<file path="src/hw/rtl/dhti_pkg.sv">
package dhti_pkg;

    localparam int WORD_W = 64;
    localparam int CFG_IDX_W = 2;

    // register indexes of the configuration port
    localparam logic [CFG_IDX_W-1:0] REG_MIN_VALUE    = 2'd0;
    localparam logic [CFG_IDX_W-1:0] REG_MAX_VALUE    = 2'd1;
    localparam logic [CFG_IDX_W-1:0] REG_SIGN_ENABLED = 2'd2;

    localparam logic [WORD_W-1:0] MIN_VALUE_RST = 64'h0000_0000_0000_0000;
    localparam logic [WORD_W-1:0] MAX_VALUE_RST = 64'h0000_0000_FFFF_FFFF;
    localparam logic              SIGN_EN_RST   = 1'b1;

    // ascii codes
    localparam logic [7:0] CH_0     = 8'h30;
    localparam logic [7:0] CH_9     = 8'h39;
    localparam logic [7:0] CH_LO_A  = 8'h61;
    localparam logic [7:0] CH_LO_F  = 8'h66;
    localparam logic [7:0] CH_UP_A  = 8'h41;
    localparam logic [7:0] CH_UP_F  = 8'h46;
    localparam logic [7:0] CH_X     = 8'h78;
    localparam logic [7:0] CH_MINUS = 8'h2D;

    typedef struct packed {
        logic [WORD_W-1:0] min_value;
        logic [WORD_W-1:0] max_value;
    } clamp_cfg_t;

endpackage

</file>
<file path="src/hw/rtl/dhti_clamp.sv">
module dhti_clamp
    import dhti_pkg::*;
(
    input  clamp_cfg_t        cfg,
    input  logic [WORD_W-1:0] magnitude,
    input  logic              negate,
    output logic [WORD_W-1:0] result
);

    logic              below_min;
    logic              above_max;
    logic              min_above_max;
    logic              max_on;
    logic [WORD_W-1:0] clamped;

    // compares run in parallel instead of clamping low then high
    assign below_min     = magnitude < cfg.min_value;
    assign above_max     = magnitude > cfg.max_value;
    assign min_above_max = cfg.min_value > cfg.max_value;
    assign max_on        = cfg.max_value != '0;

    always_comb
    begin
        if (below_min)
        begin
            clamped = (max_on && min_above_max) ? cfg.max_value : cfg.min_value;
        end
        else
        begin
            clamped = (max_on && above_max) ? cfg.max_value : magnitude;
        end
    end

    assign result = negate ? ('0 - clamped) : clamped;

endmodule

</file>
<file path="src/hw/rtl/decimal_hex_text_to_integer.sv">
// a terminating byte is registered in the input byte register, then its
// clamped result is registered in the output register
// throughput: one byte per clock, set by the accumulator update
// between the input byte register and the state registers; a terminating byte
// waits in the input register while a result is held, which stalls the input
// reset: clamp and sign registers take their defaults, the parser waits for
// the first byte of a number, no byte or result is pending
module decimal_hex_text_to_integer
    import dhti_pkg::*;
(
    input  logic                 clk,
    input  logic                 rst_n,

    input  logic                 cfg_wr_en,
    input  logic [CFG_IDX_W-1:0] cfg_index,
    input  logic [WORD_W-1:0]    cfg_data,

    input  logic                 in_valid,
    output logic                 in_ready,
    input  logic [7:0]           char_code,

    output logic                 out_valid,
    input  logic                 out_ready,
    output logic [WORD_W-1:0]    number_value,
    output logic                 was_hex
);

    typedef enum logic [2:0] {
        PH_START,
        PH_DEC_FIRST,
        PH_DEC_ZERO,
        PH_DEC_RUN,
        PH_HEX_FIRST,
        PH_HEX_ZERO,
        PH_HEX_TAKE,
        PH_HEX_RUN
    } phase_t;

    function automatic logic is_dec(input logic [7:0] b);
        return (b >= CH_0) && (b <= CH_9);
    endfunction

    function automatic logic is_hex(input logic [7:0] b);
        return is_dec(b) || ((b >= CH_LO_A) && (b <= CH_LO_F))
            || ((b >= CH_UP_A) && (b <= CH_UP_F));
    endfunction

    function automatic logic [3:0] hex_val(input logic [7:0] b);
        logic [7:0] d;
        d = 8'h00;
        if (is_dec(b))
        begin
            d = b - CH_0;
        end
        else if ((b >= CH_LO_A) && (b <= CH_LO_F))
        begin
            d = b - CH_LO_A + 8'd10;
        end
        else if ((b >= CH_UP_A) && (b <= CH_UP_F))
        begin
            d = b - CH_UP_A + 8'd10;
        end
        return d[3:0];
    endfunction

    clamp_cfg_t        clamp_cfg_reg;
    logic              sign_en_reg;

    logic              byte_valid_reg;
    logic [7:0]        byte_reg;

    phase_t            phase_reg, phase_next;
    logic [WORD_W-1:0] acc_reg, acc_next;
    logic              minus_reg, minus_next;
    logic              hex_reg, hex_next;
    logic              finish;

    logic              out_valid_reg;
    logic [WORD_W-1:0] out_value_reg;
    logic              out_hex_reg;

    logic              out_free;
    logic              step_fire;
    logic              load_out;
    logic [WORD_W-1:0] clamp_result;
    logic [7:0]        dec_diff;
    logic [WORD_W-1:0] dec_step;
    logic [WORD_W-1:0] hex_step;

    assign out_free  = !out_valid_reg || out_ready;
    assign step_fire = byte_valid_reg && (!finish || out_free);
    assign load_out  = step_fire && finish;
    assign in_ready  = !byte_valid_reg || step_fire;

    assign dec_diff = byte_reg - CH_0;
    assign dec_step = (acc_reg << 3) + (acc_reg << 1) + {{(WORD_W-4){1'b0}}, dec_diff[3:0]};
    assign hex_step = (acc_reg << 4) + {{(WORD_W-4){1'b0}}, hex_val(byte_reg)};

    // the accumulator is still zero in both zero phases, so runs continue from it
    always_comb
    begin
        phase_next = phase_reg;
        acc_next   = acc_reg;
        minus_next = minus_reg;
        hex_next   = hex_reg;
        finish     = 1'b0;
        case (phase_reg)
            PH_START, PH_DEC_FIRST:
            begin
                if ((phase_reg == PH_START) && sign_en_reg && (byte_reg == CH_MINUS))
                begin
                    minus_next = 1'b1;
                    phase_next = PH_DEC_FIRST;
                end
                else if (byte_reg == CH_0)
                begin
                    phase_next = PH_DEC_ZERO;
                end
                else
                begin
                    // any byte counts here, with wraparound
                    acc_next   = {{(WORD_W-8){1'b0}}, byte_reg}
                               - {{(WORD_W-8){1'b0}}, CH_0};
                    phase_next = PH_DEC_RUN;
                end
            end
            PH_DEC_ZERO, PH_DEC_RUN:
            begin
                if ((phase_reg == PH_DEC_ZERO) && (byte_reg == CH_X))
                begin
                    hex_next   = 1'b1;
                    phase_next = PH_HEX_FIRST;
                end
                else if (is_dec(byte_reg))
                begin
                    acc_next   = dec_step;
                    phase_next = PH_DEC_RUN;
                end
                else
                begin
                    finish = 1'b1;
                end
            end
            PH_HEX_FIRST, PH_HEX_TAKE:
            begin
                if ((phase_reg == PH_HEX_FIRST) && (byte_reg == CH_0))
                begin
                    phase_next = PH_HEX_ZERO;
                end
                else
                begin
                    acc_next   = hex_step;
                    phase_next = PH_HEX_RUN;
                end
            end
            PH_HEX_ZERO, PH_HEX_RUN:
            begin
                if ((phase_reg == PH_HEX_ZERO) && (byte_reg == CH_X))
                begin
                    // repeated prefix, next byte is the forced first digit
                    phase_next = PH_HEX_TAKE;
                end
                else if (is_hex(byte_reg))
                begin
                    acc_next   = hex_step;
                    phase_next = PH_HEX_RUN;
                end
                else
                begin
                    finish = 1'b1;
                end
            end
            default:
            begin
                phase_next = PH_START;
            end
        endcase
        if (finish)
        begin
            phase_next = PH_START;
            acc_next   = '0;
            minus_next = 1'b0;
            hex_next   = 1'b0;
        end
    end

    dhti_clamp u_clamp (
        .cfg       (clamp_cfg_reg),
        .magnitude (acc_reg),
        .negate    (minus_reg),
        .result    (clamp_result)
    );

    always_ff @(posedge clk or negedge rst_n)
    begin
        if (!rst_n)
        begin
            clamp_cfg_reg.min_value <= MIN_VALUE_RST;
            clamp_cfg_reg.max_value <= MAX_VALUE_RST;
            sign_en_reg             <= SIGN_EN_RST;
        end
        else if (cfg_wr_en)
        begin
            case (cfg_index)
                REG_MIN_VALUE:    clamp_cfg_reg.min_value <= cfg_data;
                REG_MAX_VALUE:    clamp_cfg_reg.max_value <= cfg_data;
                REG_SIGN_ENABLED: sign_en_reg             <= cfg_data[0];
                default:          ;
            endcase
        end
    end

    always_ff @(posedge clk or negedge rst_n)
    begin
        if (!rst_n)
        begin
            byte_valid_reg <= 1'b0;
            byte_reg       <= '0;
            phase_reg      <= PH_START;
            acc_reg        <= '0;
            minus_reg      <= 1'b0;
            hex_reg        <= 1'b0;
            out_valid_reg  <= 1'b0;
            out_value_reg  <= '0;
            out_hex_reg    <= 1'b0;
        end
        else
        begin
            if (in_ready)
            begin
                byte_valid_reg <= in_valid;
            end
            if (in_valid && in_ready)
            begin
                byte_reg <= char_code;
            end
            if (step_fire)
            begin
                phase_reg <= phase_next;
                acc_reg   <= acc_next;
                minus_reg <= minus_next;
                hex_reg   <= hex_next;
            end
            if (load_out)
            begin
                out_valid_reg <= 1'b1;
                out_value_reg <= clamp_result;
                out_hex_reg   <= hex_reg;
            end
            else if (out_ready)
            begin
                out_valid_reg <= 1'b0;
            end
        end
    end

    assign out_valid    = out_valid_reg;
    assign number_value = out_value_reg;
    assign was_hex      = out_hex_reg;

endmodule

</file>
<file path="config.mk">
export PLATFORM = sky130hd
export DESIGN_NAME = decimal_hex_text_to_integer
export DESIGN_NICKNAME = d
export VERILOG_FILES = /design/src/hw/rtl/dhti_pkg.sv /design/src/hw/rtl/dhti_clamp.sv /design/src/hw/rtl/decimal_hex_text_to_integer.sv
export SDC_FILE = /design/constraint.sdc
export NUM_CORES = 1
export LEC_CHECK = 0
export BUFFER_PORTS_ARGS = -buffer_cell sky130_fd_sc_hd__buf_2
export CAP_MARGIN = 10
export CORE_MARGIN = 2
export CORE_UTILIZATION = 30
export DETAILED_ROUTE_END_ITERATION = 10
export PLACE_DENSITY_LB_ADDON = 0.15
export SYNTH_ARGS = -nofsm -noshare
export SYNTH_HDL_FRONTEND = slang
export SYNTH_HIERARCHICAL = 1
export SYNTH_SLANG_ARGS = --single-unit
</file>
<file path="constraint.sdc">
create_clock -name clk -period 8.3 [get_ports clk]
set_input_delay 2.49 -clock clk [delete_from_list [all_inputs] [get_ports clk]]
set_output_delay 2.49 -clock clk [all_outputs]
set_load 0.005 [all_outputs]
</file>
Word-level counts from Yosys, hierarchy flattened. Index checks and enable logic that the tools add are counted.

Input bits: 79. Bits in registers: 273. Output and inout port bits: 67. Logic and storage cells: 130.

$lt $le $gt $ge: 9. Muxes and demuxes: 38. Add/sub/neg operators: 10. Eq/ne operators: 21. Reduce and logical (&&, ||, !) cells: 40.

Operator list (count): 64-bit two-way mux (12); 64-bit one-hot mux with 4 select lines (1); 64-bit by 4-bit adder with 64-bit output (2); 64-bit greater-than comparator (2); 64-bit adder (1); 64-bit less-than comparator (1); 64-bit nonzero test (1); 1-bit by 64-bit subtractor with 64-bit output, first input constant (1); 3-bit inequality test, second input constant (7); 8-bit by 6-bit equality test with 1-bit output, second input constant (2); 8-bit by 7-bit >= comparator with 1-bit output, second input constant (2); 8-bit by 7-bit less-or-equal comparator with 1-bit output, second input constant (2); 3-bit two-way mux (5); 1-bit logical AND (13); 1-bit two-way mux (13); 3-bit equality test, second input constant (4); 4-bit two-way mux (3); 3-bit one-hot mux with 4 select lines (1); 4-bit by 1-bit subtractor with 4-bit output, second input constant (3); 2-bit nonzero test (5); 3-bit AND reduction (3); 8-bit by 6-bit subtractor with 9-bit output, second input constant (1); 4-bit adder, second input constant (2); 8-bit by 7-bit equality test with 1-bit output, second input constant (1); 16 further kinds (30).

Logic depth before layout (Yosys ltp).
Depth after elaboration: 12. Gate-level depth with buffers: 29. Depth with buffers taken out: 21.

Modules after synthesis. The synthesis kept the hierarchy.

By module, submodules not included: decimal_hex_text_to_integer (sequential area each 6872.8 um^2, cells each 1456, instances 1, area each 15795.1 um^2); dhti_clamp (sequential area each 0.0 um^2, cells each 1236, instances 1, area each 8570.7 um^2).

Worst setup path before layout. Ideal clock, no wire load.

Path type: register to register. From: reg clamp_cfg_reg[9] in the netlist's numbering. To: reg out_value_reg[56] (netlist: number_value[56]). Period minus slack after synthesis: 6.311 ns. Library setup time: 0.125 ns. Cell stages (with the launch flop): 30. Path buffers: 8. Required time: 8.175 ns. Slack: 1.989 ns. Arrival: 6.186 ns. Path through: dfstp_2 > inv_1 > ha_1 > a21o_1 > nand3_1 > a21oi_1 > or4_1 > a211oi_2 > a21oi_2 > buf_4 > buf_6 > nand2b_1 > clkbuf_1 > clkbuf_1 > buf_1 > buf_1 > o22a_1 > o21a_1 > inv_1 > ha_1 > inv_1 > a2111oi_1 > nor2_1 > or3b_1 > or4_1 > buf_2 > buf_6 > o41ai_2 > xnor2_1 > mux2_2.

Longest elaborated chain between the ends: 6. Elaborated cells on any way between the ends: 10. Those cells by class: 1 x add/sub; 2 x order compare; 4 x mux; 3 x reduce/logical.

Ends and longest elaborated chain: start: declaration (RTL line decimal_hex_text_to_integer.sv:66) `clamp_cfg_t clamp_cfg_reg;`; 64-bit greater-than comparator (tied with other cells) (RTL line dhti_clamp.sv:18) `assign above_max = magnitude > cfg.max_value;`; 1-bit logical AND, on equally long branches (RTL line dhti_clamp.sv:30, dhti_clamp.sv:26); 64-bit two-way mux, on equally long branches (RTL line dhti_clamp.sv:30, dhti_clamp.sv:26); 64-bit two-way mux * (RTL line dhti_clamp.sv:24) `if (below_min)`; 1-bit by 64-bit subtractor with 64-bit output (RTL line dhti_clamp.sv:34) `assign result = negate ? ('0 - clamped) : clamped;`; 64-bit two-way mux * (RTL line dhti_clamp.sv:34); net clamp_result[56] (RTL line decimal_hex_text_to_integer.sv:85) `logic [WORD_W-1:0] clamp_result;`; end signal: assignment (RTL line decimal_hex_text_to_integer.sv:247) `out_value_reg <= clamp_result;`; end: declaration (RTL line decimal_hex_text_to_integer.sv:79) `logic [WORD_W-1:0] out_value_reg;`.

The timed path passes the listed nets; every way through them passes the cells marked *. A chain may end at the register's enable or synchronous reset.

Final worst setup path.
From: reg clamp_cfg_reg[125] in the netlist's numbering. To: reg out_value_reg[46] (netlist: number_value[46]).

Longest elaborated chain between the ends: 6. Elaborated cells on any way between the ends: 7. Those cells by class: 1 x add/sub; 2 x order compare; 3 x mux; 1 x reduce/logical.

Ends and longest elaborated chain: 64-bit greater-than comparator (RTL line dhti_clamp.sv:19) `assign min_above_max = cfg.min_value > cfg.max_value;`; 1-bit logical AND (RTL line dhti_clamp.sv:26) `clamped = (max_on && min_above_max) ? cfg.max_value : cfg.min_value;`; 64-bit two-way mux (RTL line dhti_clamp.sv:26); 64-bit two-way mux * (RTL line dhti_clamp.sv:24); 1-bit by 64-bit subtractor with 64-bit output (RTL line dhti_clamp.sv:34); 64-bit two-way mux * (RTL line dhti_clamp.sv:34); net clamp_result[46] (RTL line decimal_hex_text_to_integer.sv:85).

Marked as above.

==> impl_metrics.ini <==
[clock_network]
clock_sinks = 273
clk_pin_slew_ps = 60
clk_latency_ps = 580
numCtsBuffers = 36
htree_levels = 2
postCtsSetupBuffers = 0
root_buffer = clkbuf_16
clock_tree.buffer_depth = 3
cts_resized = 0
cts_tree = built
postCtsHoldBufs = 0

[setup_path]
critPathLaunchType = register
crit_buf_inv = 3
r2r-start = clamp_cfg_reg[125]
critPathKind = reg -> reg
r2r_cells = 21
crit_fanout = 14
cp.depth = 21
worst_r2r_endpoint = number_value[46]
critPathRequiredTime_ps = 8760
critPathMaxStageDelay_ps = 890
critPathCaptureType = register
cp_top_family = simple AND/OR/NAND/NOR gates
rrSetupSlack_ps = 1000
cp.arrival_ps = 7760
slowest_stage = or4_1
cp_cell_sequence = inv_1 -> ha_1 -> nand4_1 -> nor3_1 -> nand2_1 -> or4_4 -> a211oi_4 -> or2_2 -> mux2i_2 -> nor2_2 -> buf_4 -> a21oi_1 -> ha_1 -> inv_1 -> a2111oi_1 -> nor2_1 -> or3b_1 -> or4_1 -> o41ai_1 -> xnor2_1 -> mux2_2

[cells_and_area]
drive_above_1_share = 0.1929
fin_nets = 3185
diodes = 0
largest_reg_flops = 128
instances_no_fill = 3870
seqCellArea_sq_mm = 0.006874
multi_input_area_sq_mm = 0.01624
fillers = 8376
syn2layout_area_growth_pct = 12.63

[logic_synthesis]
synth.yosys.seq_area_share = 0.2821
synth.avg_cell_area_sq_um = 9.051
synth-seq-cells = 273
netlist.area_leader.share = 0.2465
synth_cell_types = 103
synth_nets = 3094
synth_top_area_cell = dfrtp_1
synthArstFlopShare = 1.000
synth_edf_count = 0
yosys-top-cells-area = dfrtp_1 (25%), ha_1 (16%), mux2_2 (9.4%)
ys_warn_count = 6
synth_flop_cell = dfrtp_1
syn_area_sq_mm = 0.02437
synthCells = 2692

[routing]
drcViolationCount = 0
drtIter0Drc = 2174
wl_per_cell_microns = 24.19
ant_nets = 0
num_vias = 22129
firstDrtPassIters = 6
wl_microns = 93620
routed_via_density = 5.718

[floorplan]
ios = 146
dieArea_sq_mm = 0.08352
start_util = 0.3030
die_w_microns = 289.0
core_sq_mm = 0.08042
num_rows = 104
fp.dieH_microns = 289.0

[timing]
finalMaxSlewViolations = 0
relSlewSlack = 0.2539
finalSetupTns_ps = 0
period_needed_ps = 7298
hold_viol = 0
hold_ws_ps = 504.0
setup_viol = 0
fmax_mhz = 137.0
rsz0062_at_grt = false
worst_slew_pin_slew_ps = 1109
fin_worst_skew_ps = 33.96
timing.final.ws_setup_ps = 1002
timing.final.crit_share = 0.8793

[place]
post-place-ws_ps = 974.8
place_hpwl_microns = 72010
gp_congestion = 0.9218
port_buffers = 145
place_inst = 3805

[power_and_ir_drop]
combPwrFrac = 0.593
seqPwrFrac = 0.241
powerDensity_mw_per_mm2 = 372.1
intPower_mw = 5.135
power.clock.fraction = 0.166
peakVddDrop_uv = 161.5
swShare = 0.4972
power.leakage_nw = 12.35
switching_power_mw = 5.078

[min_path]
hold_end = number_value[9]
min-delay-start = number_value[9]
hp-class = reg -> reg
holdPathStages = 1

[outcome]
status = complete, no violations

[grt]
grt_pass1_vias = 21823
gr-total-overflow = 0
grt_max_degree = 156
groute.usage.overall = 0.2213
grt_pass1_wl_microns = 141400
antenna_found_initial = 2

[run]
cap_violations = 0
==> how the worst max path moves through the flow <==
stage / from / to / slack (ps)
floorplan: clamp_cfg_reg[9] / number_value[56] / 1990
detailed placement: acc_reg[62] / number_value[50] / 970
global route: acc_reg[60] / number_value[50] / 720
CTS: acc_reg[62] / number_value[46] / 970
finish: clamp_cfg_reg[125] / number_value[46] / 1000
global placement: acc_reg[62] / number_value[46] / 1010
==> power groups by stage <==
stage,Combinational [mW],Sequential (mW),Clock [mW]
detailed placement,5.98,2.48,0
global placement,5.95,2.47,0
floorplan,4.14,2.18,0
finish,6.06,2.46,1.69
CTS,6.00,2.46,1.74
global route,6.66,2.53,1.78
==> cells in the mapped netlist (10+ instances only) <==
master      n
o21a_1     17
nand3_1    59
o221ai_1   42
nor4_1     25
o211ai_1   21
nand2b_1   18
a21o_1     57
buf_2      27
clkbuf_1   84
a221oi_1   14
nand4_1    70
mux2i_1    10
o31ai_1    31
or2_2      11
a21oi_1   201
nor3_1     53
nor2_1    117
o22ai_1    18
xor2_1     45
xnor2_1    67
nor2b_1    11
or4_1      10
a211oi_1   26
inv_1     174
nand2_1   227
dfstp_2    33
or3_1      25
o22a_1     25
ha_1      321
a31oi_1    16
dfrtp_1   240
o21bai_1   16
mux2_2    204
o32ai_1    10
a32oi_1    13
o21ai_0   154
==> cell families (layout without fill, tap and decap cells) <==
family	Yosys count	in the layout	share of synthesized area
AO/OA/AOI/OAI	771	771	0.2159
XOR/XNOR	112	112	0.04026
adder cells (fa/ha/maj)	323	323	0.1665
buffers and inverters	308	426	0.05284
flip-flops	273	273	0.2821
multiplexers	216	216	0.09957
AND/OR/NAND/NOR	689	689	0.1429
==> routing by layer <==
layer  vias up  global-route usage  share of wire
li1      10264                   -              -
met1     10929              0.3134           0.47
met2       796              0.3516           0.45
met3       140             0.02425          0.055
met4         0             0.07010          0.033
met5         -                   0              0
==> layout make-up <==
cell class              instances  share of cell area
clock buffers                  51             0.03816
well taps                    1060             0.04833
inverters                     174             0.02380
multi-input cells            2111              0.5919
repair buffers                187             0.03966
clock inverters                14            0.007659
flip-flops and latches        273              0.2505
==> worst register-to-register path, delay by kind of cell (launching register included) <==
| kind | cells | cell delay [ps] |
|---|---|---|
| XOR/XNOR | 1 | 120 |
| buffers and inverters | 3 | 360 |
| AO/OA/AOI/OAI | 4 | 1670 |
| flip-flops | 1 | 410 |
| AND/OR/NAND/NOR | 9 | 3320 |
| adder cells (fa/ha/maj) | 2 | 500 |
| multiplexers | 2 | 860 |
==> cell usage in the layout, fill, tap and decap left out, types with 17 or more instances in the layout <==
| cell type | n |
|---|---|
| ha_1 | 321 |
| dfrtp_1 | 239 |
| nand2_1 | 226 |
| mux2_2 | 204 |
| a21oi_1 | 201 |
| inv_1 | 173 |
| o21ai_0 | 154 |
| buf_2 | 144 |
| nor2_1 | 116 |
| nand4_1 | 70 |
| xnor2_1 | 67 |
| nand3_1 | 59 |
| a21o_1 | 57 |
| nor3_1 | 53 |
| xor2_1 | 45 |
| o221ai_1 | 42 |
| buf_4 | 39 |
| clkbuf_16 | 36 |
| dfstp_2 | 33 |
| o31ai_1 | 31 |
| a211oi_1 | 26 |
| nor4_1 | 25 |
| or3_1 | 25 |
| o22a_1 | 25 |
| o211ai_1 | 21 |
| nand2b_1 | 17 |
| o21a_1 | 17 |
| o22ai_1 | 17 |
==> through the flow <==
stage	util	instance area [sq um]	power, mW
detailed placement	0.3256	26190	8.459
global route	0.3413	27440	10.97
CTS	0.3413	27440	10.21
floorplan	-	24370	6.319
global placement	0.3256	26190	8.418
finish	0.3413	27440	10.21
Power figures use the tool's default switching activity.
